$ cat src/hw/rtl/ftws_pkg.sv
// Shared constants and types for the frame time window statistics block.
`default_nettype none
package ftws_pkg;

  localparam int unsigned TIME_W     = 24;
  localparam int unsigned FPS_W      = 27;
  localparam int unsigned INTERVAL_W = 26;
  localparam int unsigned COUNT_W    = 32;

  localparam logic [FPS_W-1:0]      FPS_SCALE      = 27'd100000000;
  localparam logic [INTERVAL_W-1:0] INTERVAL_RESET = 26'd500000;
  localparam logic [TIME_W-1:0]     TIME_ALL_ONES  = '1;

  localparam logic OP_RECORD = 1'b0;
  localparam logic OP_CLEAR  = 1'b1;

  typedef struct packed {
    logic busy;
    logic done;
  } div_stat_t;

endpackage
`default_nettype wire

$ cat src/hw/rtl/ftws_div.sv
// Restoring serial divider, one quotient bit per cycle.
`default_nettype none
module ftws_div import ftws_pkg::*; #(
  parameter int unsigned NUM_W = 64,
  parameter int unsigned DEN_W = 26,
  parameter int unsigned IT_W  = $clog2(NUM_W + 1)
) (
  input  wire logic             clk_i,
  input  wire logic             rst_ni,
  input  wire logic             start_i,
  input  wire logic [NUM_W-1:0] num_i,
  input  wire logic [DEN_W-1:0] den_i,
  input  wire logic [IT_W-1:0]  iters_i,
  output div_stat_t             stat_o,
  output logic      [NUM_W-1:0] quo_o
);

  logic [NUM_W-1:0] acc_q;
  logic [DEN_W-1:0] rem_q;
  logic [DEN_W-1:0] den_q;
  logic [IT_W-1:0]  cnt_q;
  logic             busy_q, done_q;

  logic [DEN_W:0]  rem_sh;
  logic            ge;
  logic [DEN_W:0]  rem_sub;
  logic [IT_W-1:0] shamt;

  assign rem_sh  = {rem_q, acc_q[NUM_W-1]};
  assign ge      = rem_sh >= {1'b0, den_q};
  assign rem_sub = rem_sh - {1'b0, den_q};
  assign shamt   = IT_W'(NUM_W) - iters_i;

  always_ff @(posedge clk_i or negedge rst_ni) begin
    if (!rst_ni) begin
      busy_q <= 1'b0;
      done_q <= 1'b0;
      cnt_q  <= '0;
    end else begin
      done_q <= 1'b0;
      if (start_i) begin
        busy_q <= 1'b1;
        cnt_q  <= iters_i;
      end else if (busy_q) begin
        cnt_q <= cnt_q - 1'b1;
        if (cnt_q == IT_W'(1)) begin
          busy_q <= 1'b0;
          done_q <= 1'b1;
        end
      end
    end
  end

  // left-align the dividend so the quotient lands in the low bits
  always_ff @(posedge clk_i) begin
    if (start_i) begin
      acc_q <= num_i << shamt;
      rem_q <= '0;
      den_q <= den_i;
    end else if (busy_q) begin
      acc_q <= {acc_q[NUM_W-2:0], ge};
      rem_q <= ge ? rem_sub[DEN_W-1:0] : rem_sh[DEN_W-1:0];
    end
  end

  assign stat_o.busy = busy_q;
  assign stat_o.done = done_q;
  assign quo_o       = acc_q;

endmodule
`default_nettype wire

$ cat config.mk
export PLATFORM = sky130hd
export DESIGN_NAME = ftws_div
export DESIGN_NICKNAME = d
export VERILOG_FILES = /design/src/hw/rtl/ftws_pkg.sv /design/src/hw/rtl/ftws_div.sv
export SDC_FILE = /design/constraint.sdc
export NUM_CORES = 1
export LEC_CHECK = 0
export BUFFER_PORTS_ARGS = -buffer_cell sky130_fd_sc_hd__buf_2
export CAP_MARGIN = 20
export CORE_MARGIN = 2
export CORE_UTILIZATION = 53
export CTS_CLUSTER_DIAMETER = 80
export DETAILED_ROUTE_END_ITERATION = 6
export GPL_TIMING_DRIVEN = 0
export PLACE_DENSITY = 0.78
export SLEW_MARGIN = 20
export SYNTH_ARGS = -nofsm -noshare
export SYNTH_HDL_FRONTEND = slang
export SYNTH_SLANG_ARGS = --single-unit
$ cat constraint.sdc
create_clock -name clk_i -period 2.4 [get_ports clk_i]
set_input_delay 0 -clock clk_i [delete_from_list [all_inputs] [get_ports clk_i]]
set_output_delay 0 -clock clk_i [all_outputs]
set_load 0.02 [all_outputs]
==> flow_summary.toml, run 1 <==
[run_status]
status = "finished, violations left"
violations = "setup timing"

[place]
dpl_cell_area_sq_um = 11800
hpwl_microns = 29500
io_buffers = 163
gp_congestion = 1.02
placed_cells = 1536

[worst_setup_path]
rr_startpoint = "den_q[0]"
r2r_end = "rem_q[17]"
slowest_stage = "edfxtp_1"
critPathCaptureType = "register"
cp.arrival_ns = 3.11
reg2reg_depth = 11
cp_data_required_time_ns = 2.72
critPathKind = "register to register"
crit_fanout = 6
slowest_delay_ns = 0.46
critPathLaunchType = "register"
r2r_slack_ns = -0.39
crit_chain = "ha_4 -> nand2b_4 -> a211oi_4 -> o211ai_2 -> a2111oi_4 -> buf_4 -> o211a_4 -> buf_6 -> nor2_4 -> buf_12 -> o31ai_1"

[drt]
routedWlPerCell_microns = 25.7
drt_iter0_markers = 1661
dr.pass1.iters = 6
wl_met2_microns = 19100
ant_nets = 0
vias_per_cell = 6.95
drc = 0
highest_layer = "met4"
met3_length_microns = 5020
via_count = 11500
drt-met1-wl_microns = 16600
routed_wl_microns = 42400

[grt]
grt_pass1_wl_microns = 62200
antenna_found_initial = 1
grt-ovfl-total = 0
grt_pass1_vias = 11000
grt_usage = 0.398
grt_max_degree = 38

[final_layout]
final_common_cell = "buf_2"
fin_util = 0.731
final_cell_mix = "buf_2, nand2_1, edfxtp_1, nor2_1, mux4_2"
design_area_sq_um = 14200
final-instance-count-excl-fill = 1649
drive_gt1_frac = 0.377
fillCellCount = 1366
layout.nets = 1501
area_delta_synth_final_pct = 35.4
n_antenna_cell = 0

[sta]
fmax_mhz = 358
worst_pin_slew_ns = 0.783
fin_crit_sh = 1.16
relSlewSlack = 0.478
report.final.slew_viol_count = 0
hold_viol = 0
fin_ws_ns = -0.390
finClkSkew_ns = 0.0116
fin_crit_ns = 2.79
grt_setup_unrepaired = "true"
setup_viol = 65

[logic_synthesis]
yosys-top-cells-area = "edfxtp_1, mux4_2, nand2_1, dfxtp_1, mux2i_1"
ys_warn_count = 0
ys_seq_area_frac = 0.329
netlist_area_sq_um = 10500
synth_area_per_cell_sq_um = 9.46
syn_inst = 1107
mappedNetlistNets = 1237
async_reset_ff_frac = 0.0720
yosysTopAreaCellShare = 0.258
yosysTopAreaCell = "edfxtp_1"
synth-seq-cells = 125
synth_edf_count = 90
ys.flop_type = "edfxtp_1"
yosysUniqueCellTypes = 82

[power_and_ir_drop]
fin_total_pwr_mw = 12.8
p_per_area_nw_per_um2 = 902
leakagePower_nw = 5.75
irDropWorstVdd_mv = 0.536

[clock_network]
cts.clk_slew.worst_paths_ns = 0.06
clockBufferDepth = 2
cts-root-buf = "clkbuf_16"
cts_tree = "done"
worstSkewPairLatency_ns = 0.42
htree_levels = 4
cts_made_buffers = 17
cts_sinks = 125

[floorplanning]
dieArea_sq_um = 20900
start_util = 0.540
chipHeight_microns = 145
rows = 51
core_area_sq_um = 19400
die_w_microns = 145
io_pins = 166

[worst_hold_path]
hold_path.class = "input port to register"
min_path_cells = 5
min_from = "iters_i[0]"
whs_endpoint = "cnt_q[0]"

[run]
max-cap-violations = 0
area by class of cell:
class,count,area (sq um),share of cell area
Multi-Input combinational cell,847,7400,0.522
Sequential cell,125,3450,0.244
Timing Repair Buffer,251,1630,0.115
Buffer,84,578,0.0408
Clock buffer,20,447,0.0315
Tap cell,265,332,0.0234
Clock inverter,12,169,0.0119
Inverter,44,169,0.0119
Timing Repair inverter,1,7.51,0.000529
logic make-up after synthesis:
group,share of synthesized area
adder cells (fa/ha/maj),0.0366
multiplexers,0.171
AO/OA/AOI/OAI,0.225
buffers and inverters,0.0540
XOR/XNOR,0.0233
flip-flops,0.329
AND/OR/NAND/NOR,0.161
synthesized netlist by cell type, types with 8 or more instances:
library cell  number
a311oi_1          18
xnor2_1           16
o211ai_1           9
o21a_1             8
clkbuf_1          52
edfxtp_1          90
a21oi_1           58
buf_1             12
and3_1            11
nand4_1           12
a211oi_1          20
nand2b_1           8
nor2_1            73
nand3_1           27
o2bb2ai_1         32
dfxtp_1           26
nand2_1          164
a21o_1            10
o221ai_1          24
inv_1             43
nor3_1            15
a31oi_1           21
o21ai_0           49
ha_1              29
buf_2             20
mux2i_1           39
a22oi_1            8
and2_1             8
xor2_1            10
mux4_2            59
nor4_1            10
dfrtp_1            9
flip-flops by register name, summed over array words and instances (netlist names):
name / count
cnt_q: 7
rem_q: 26
busy_q: 1
done_q: 1
den_q: 26
quo_o: 64
worst max-delay path: cells and delay by family, from the launching register on:
family                   cells  cell delay [ns]
AO/OA/AOI/OAI                5             1.35
buffers and inverters        3             0.46
AND/OR/NAND/NOR              2             0.20
adder cells (fa/ha/maj)      1             0.20
flip-flops                   1             0.46
power breakdown:
group	switching (mW)	total [mW]	leakage (nW)	internal [mW]
clock network	1.00	2.76	0.291	1.76
registers	0.442	3.21	1.34	2.77
logic	4.00	6.83	4.12	2.82
worst max-delay path by stage:
| stage | startpoint | end | depth (start not counted) |
|---|---|---|---|
| after floorplan | quo_o[63] | rem_q[11] | 10 |
| after global placement | iters_i[0] | quo_o[62] | 13 |
| after detailed placement | iters_i[0] | quo_o[56] | 11 |
| after CTS | quo_o[63] | rem_q[14] | 11 |
| after global routing | den_q[9] | rem_q[0] | 11 |
| final | den_q[0] | rem_q[17] | 11 |
through the flow:
stage                     setup TNS (ns)  worst slack (ns)  hold slack [ns]
final                             -13.02            -0.390            0.201
after global routing              -17.23            -0.368            0.212
after CTS                          -6.25            -0.223            0.191
after detailed placement          -68.11             -1.02           -0.140
after global placement           -100.10             -1.03           -0.144
after floorplan                   -0.710           -0.0708           -0.296
repair_timing:
action,4_1_cts,5_1_grt
endpoints found under the hold margin,41,0
cloned,4,0
setup endpoints to repair,133,105
buffers inserted,36,21
hold buffers,34,0
resized for setup,173,83
pin swaps,44,46
layer usage:
layer	vias up	track usage
met5	-	0
met4	0	0.146
met3	163	0.109
met2	905	0.608
met1	5572	0.543
li1	4818	-
Power figures use the tool's default switching activity.
==> run 2: changes to the inputs <==
SETUP_SLACK_MARGIN = 0.5   (was unset)
==> run 2 against run 1 <==
  * The run ends with DRC, setup timing left
  * Die area unchanged
  * Clock-buffer cell count down 3
  * First-iteration DRC count up 3.8%
  * Worst hold slack worse by 0.17 ns
  * Combinational power up 17%
  * Core utilization up 11 points
  * Global-route usage up 0.091 points
  * Clock skew about the same
  * Critical path type unchanged
  * Largest cell class unchanged
==> flow_summary.toml, run 2 (synthesis gave the netlist of run 1 again) <==
[run_status]
status = "finished, violations left"
violations = "DRC, setup timing"

[drt]
via_count = 12300
dr.pass1.iters = 7
routedWlPerCell_microns = 28.2
ant_nets = 0
drc = 6
drt_iter0_markers = 1724
routed_wl_microns = 48400
vias_per_cell = 7.19

[sta]
fmax_mhz = 373
fin_ws_ns = -0.279
tns_ns = -5.49
fin_crit_ns = 2.68
worst_pin_slew_ns = 0.850
report.final.slew_viol_count = 0
finClkSkew_ns = 0.0117
hold_viol = 0
whs_ns = 0.0300
setup_viol = 27
grt_setup_unrepaired = "true"
relSlewSlack = 0.433
fin_crit_sh = 1.12

[power_and_ir_drop]
leakagePower_nw = 6.50
p_per_area_nw_per_um2 = 839
irDropWorstVdd_mv = 0.489

[worst_setup_path]
critPathLaunchType = "register"
r2r_slack_ns = -0.28
cp.arrival_ns = 3.03
critPathCaptureType = "register"
crit_fanout = 10
cp_data_required_time_ns = 2.75
critPathKind = "register to register"
reg2reg_depth = 10
r2r_end = "rem_q[6]"
rr_startpoint = "rem_q[16]"

[final_layout]
final_cell_mix = "buf_2, nand2_1, edfxtp_1, buf_4, mux4_2"
fillCellCount = 1006
design_area_sq_um = 16400
final_common_cell = "buf_2"
multi_input_area_sq_um = 8550
n_antenna_cell = 0
layout.nets = 1568
drive_gt1_frac = 0.530
largest_reg_flops = 64
register_area_sq_um = 3450
area_delta_synth_final_pct = 56.4
final-instance-count-excl-fill = 1716

[floorplanning]
io_pins = 166
die_w_microns = 145
dieArea_sq_um = 20900
rows = 51
chipHeight_microns = 145
core_area_sq_um = 19400
start_util = 0.540

[grt]
grt_pass1_vias = 10800
grt_usage = 0.398
grt_pass1_wl_microns = 62300
grt_max_degree = 34
antenna_found_initial = 0
grt-ovfl-total = 0

[place]
hpwl_microns = 29600
io_buffers = 163
dpl_cell_area_sq_um = 12000
place_ws_ns = -0.578
gp_congestion = 1.04
placed_cells = 1536

[worst_hold_path]
min_path_cells = 1
min_from = "start_i"
hold_path.class = "input port to register"
whs_endpoint = "den_q[14]"

[clock_network]
cts_sinks = 125
htree_levels = 4
cts-root-buf = "clkbuf_16"
clockBufferDepth = 2
cts.clk_slew.worst_paths_ns = 0.06
cts_tree = "done"
cts_made_buffers = 17
worstSkewPairLatency_ns = 0.45

[run]
max-cap-violations = 0
-- run 2: cell types whose count changed in the layout (fill, tap and decap cells not counted), sizes merged --
| cell | change |
|---|---|
| buf | +60 |
| bufinv | -4 |
| clkbuf | +4 |
| clkinv | -2 |
| clkinvlp | -1 |
| inv | +10 |
-- run 2: critical path: stages, from the launching register on --
cell	delay [ns]
dfxtp_1	0.44
ha_1	0.28
clkbuf_8	0.17
nand4_1	0.21
o2bb2ai_2	0.10
or3b_4	0.41
o211ai_4	0.30
buf_12	0.17
buf_8	0.14
nand3_2	0.08
a311oi_2	0.27
-- run 2: report_power, final --
part | internal, mW | switching (mW) | total [mW]
Clock | 1.38 | 1.20 | 2.58
Sequential | 2.76 | 0.407 | 3.17
Combinational | 3.41 | 4.58 | 7.99
-- run 2: stage by stage --
| step | util | total power, mW |
|---|---|---|
| after detailed placement | 0.619 | 8.34 |
| after global placement | 0.618 | 8.27 |
| after CTS | 0.748 | 12.0 |
| after floorplan | - | 6.86 |
| after global routing | 0.844 | 14.1 |
| final | 0.844 | 13.7 |
-- run 2: cell type report --
type                    instances  share of cell area
flip-flops and latches        125               0.211
well taps                     265              0.0202
plain buffers                  91              0.0512
multi-input cells             847               0.522
inverters                      44              0.0111
repair inverters                1            0.000458
clock buffers                  17              0.0260
clock inverters                15             0.00879
repair buffers                311               0.149
-- run 2: worst max-delay path by stage --
stage                from        end  cells after the start
2_1_floorplan   quo_o[63]  rem_q[11]                     10
3_3_place_gp   iters_i[0]  quo_o[55]                     12
3_5_place_dp   iters_i[0]  quo_o[55]                     12
4_1_cts         den_q[16]   rem_q[6]                     12
5_1_grt         quo_o[63]  rem_q[14]                     11
6_report        rem_q[16]   rem_q[6]                     10
-- run 2: per-layer routing --
layer / vias to the layer above / wire [microns] / track usage
li1: 4971 / - / -
met3: 384 / 6610 / 0.0709
met4: 0 / 4140 / 0.214
met5: - / 0 / 0
met1: 5818 / 15800 / 0.496
met2: 1173 / 21900 / 0.661
-- run 2: timing repair --
| action | CTS | global route |
|---|---|---|
| setup endpoints to repair | 155 | 82 |
| pin swaps | 75 | 98 |
| gates resized for setup | 243 | 277 |
| cloned | 4 | 7 |
| endpoints found under the hold margin | 41 | 0 |
| hold buffers | 34 | 0 |
| buffers inserted | 51 | 52 |
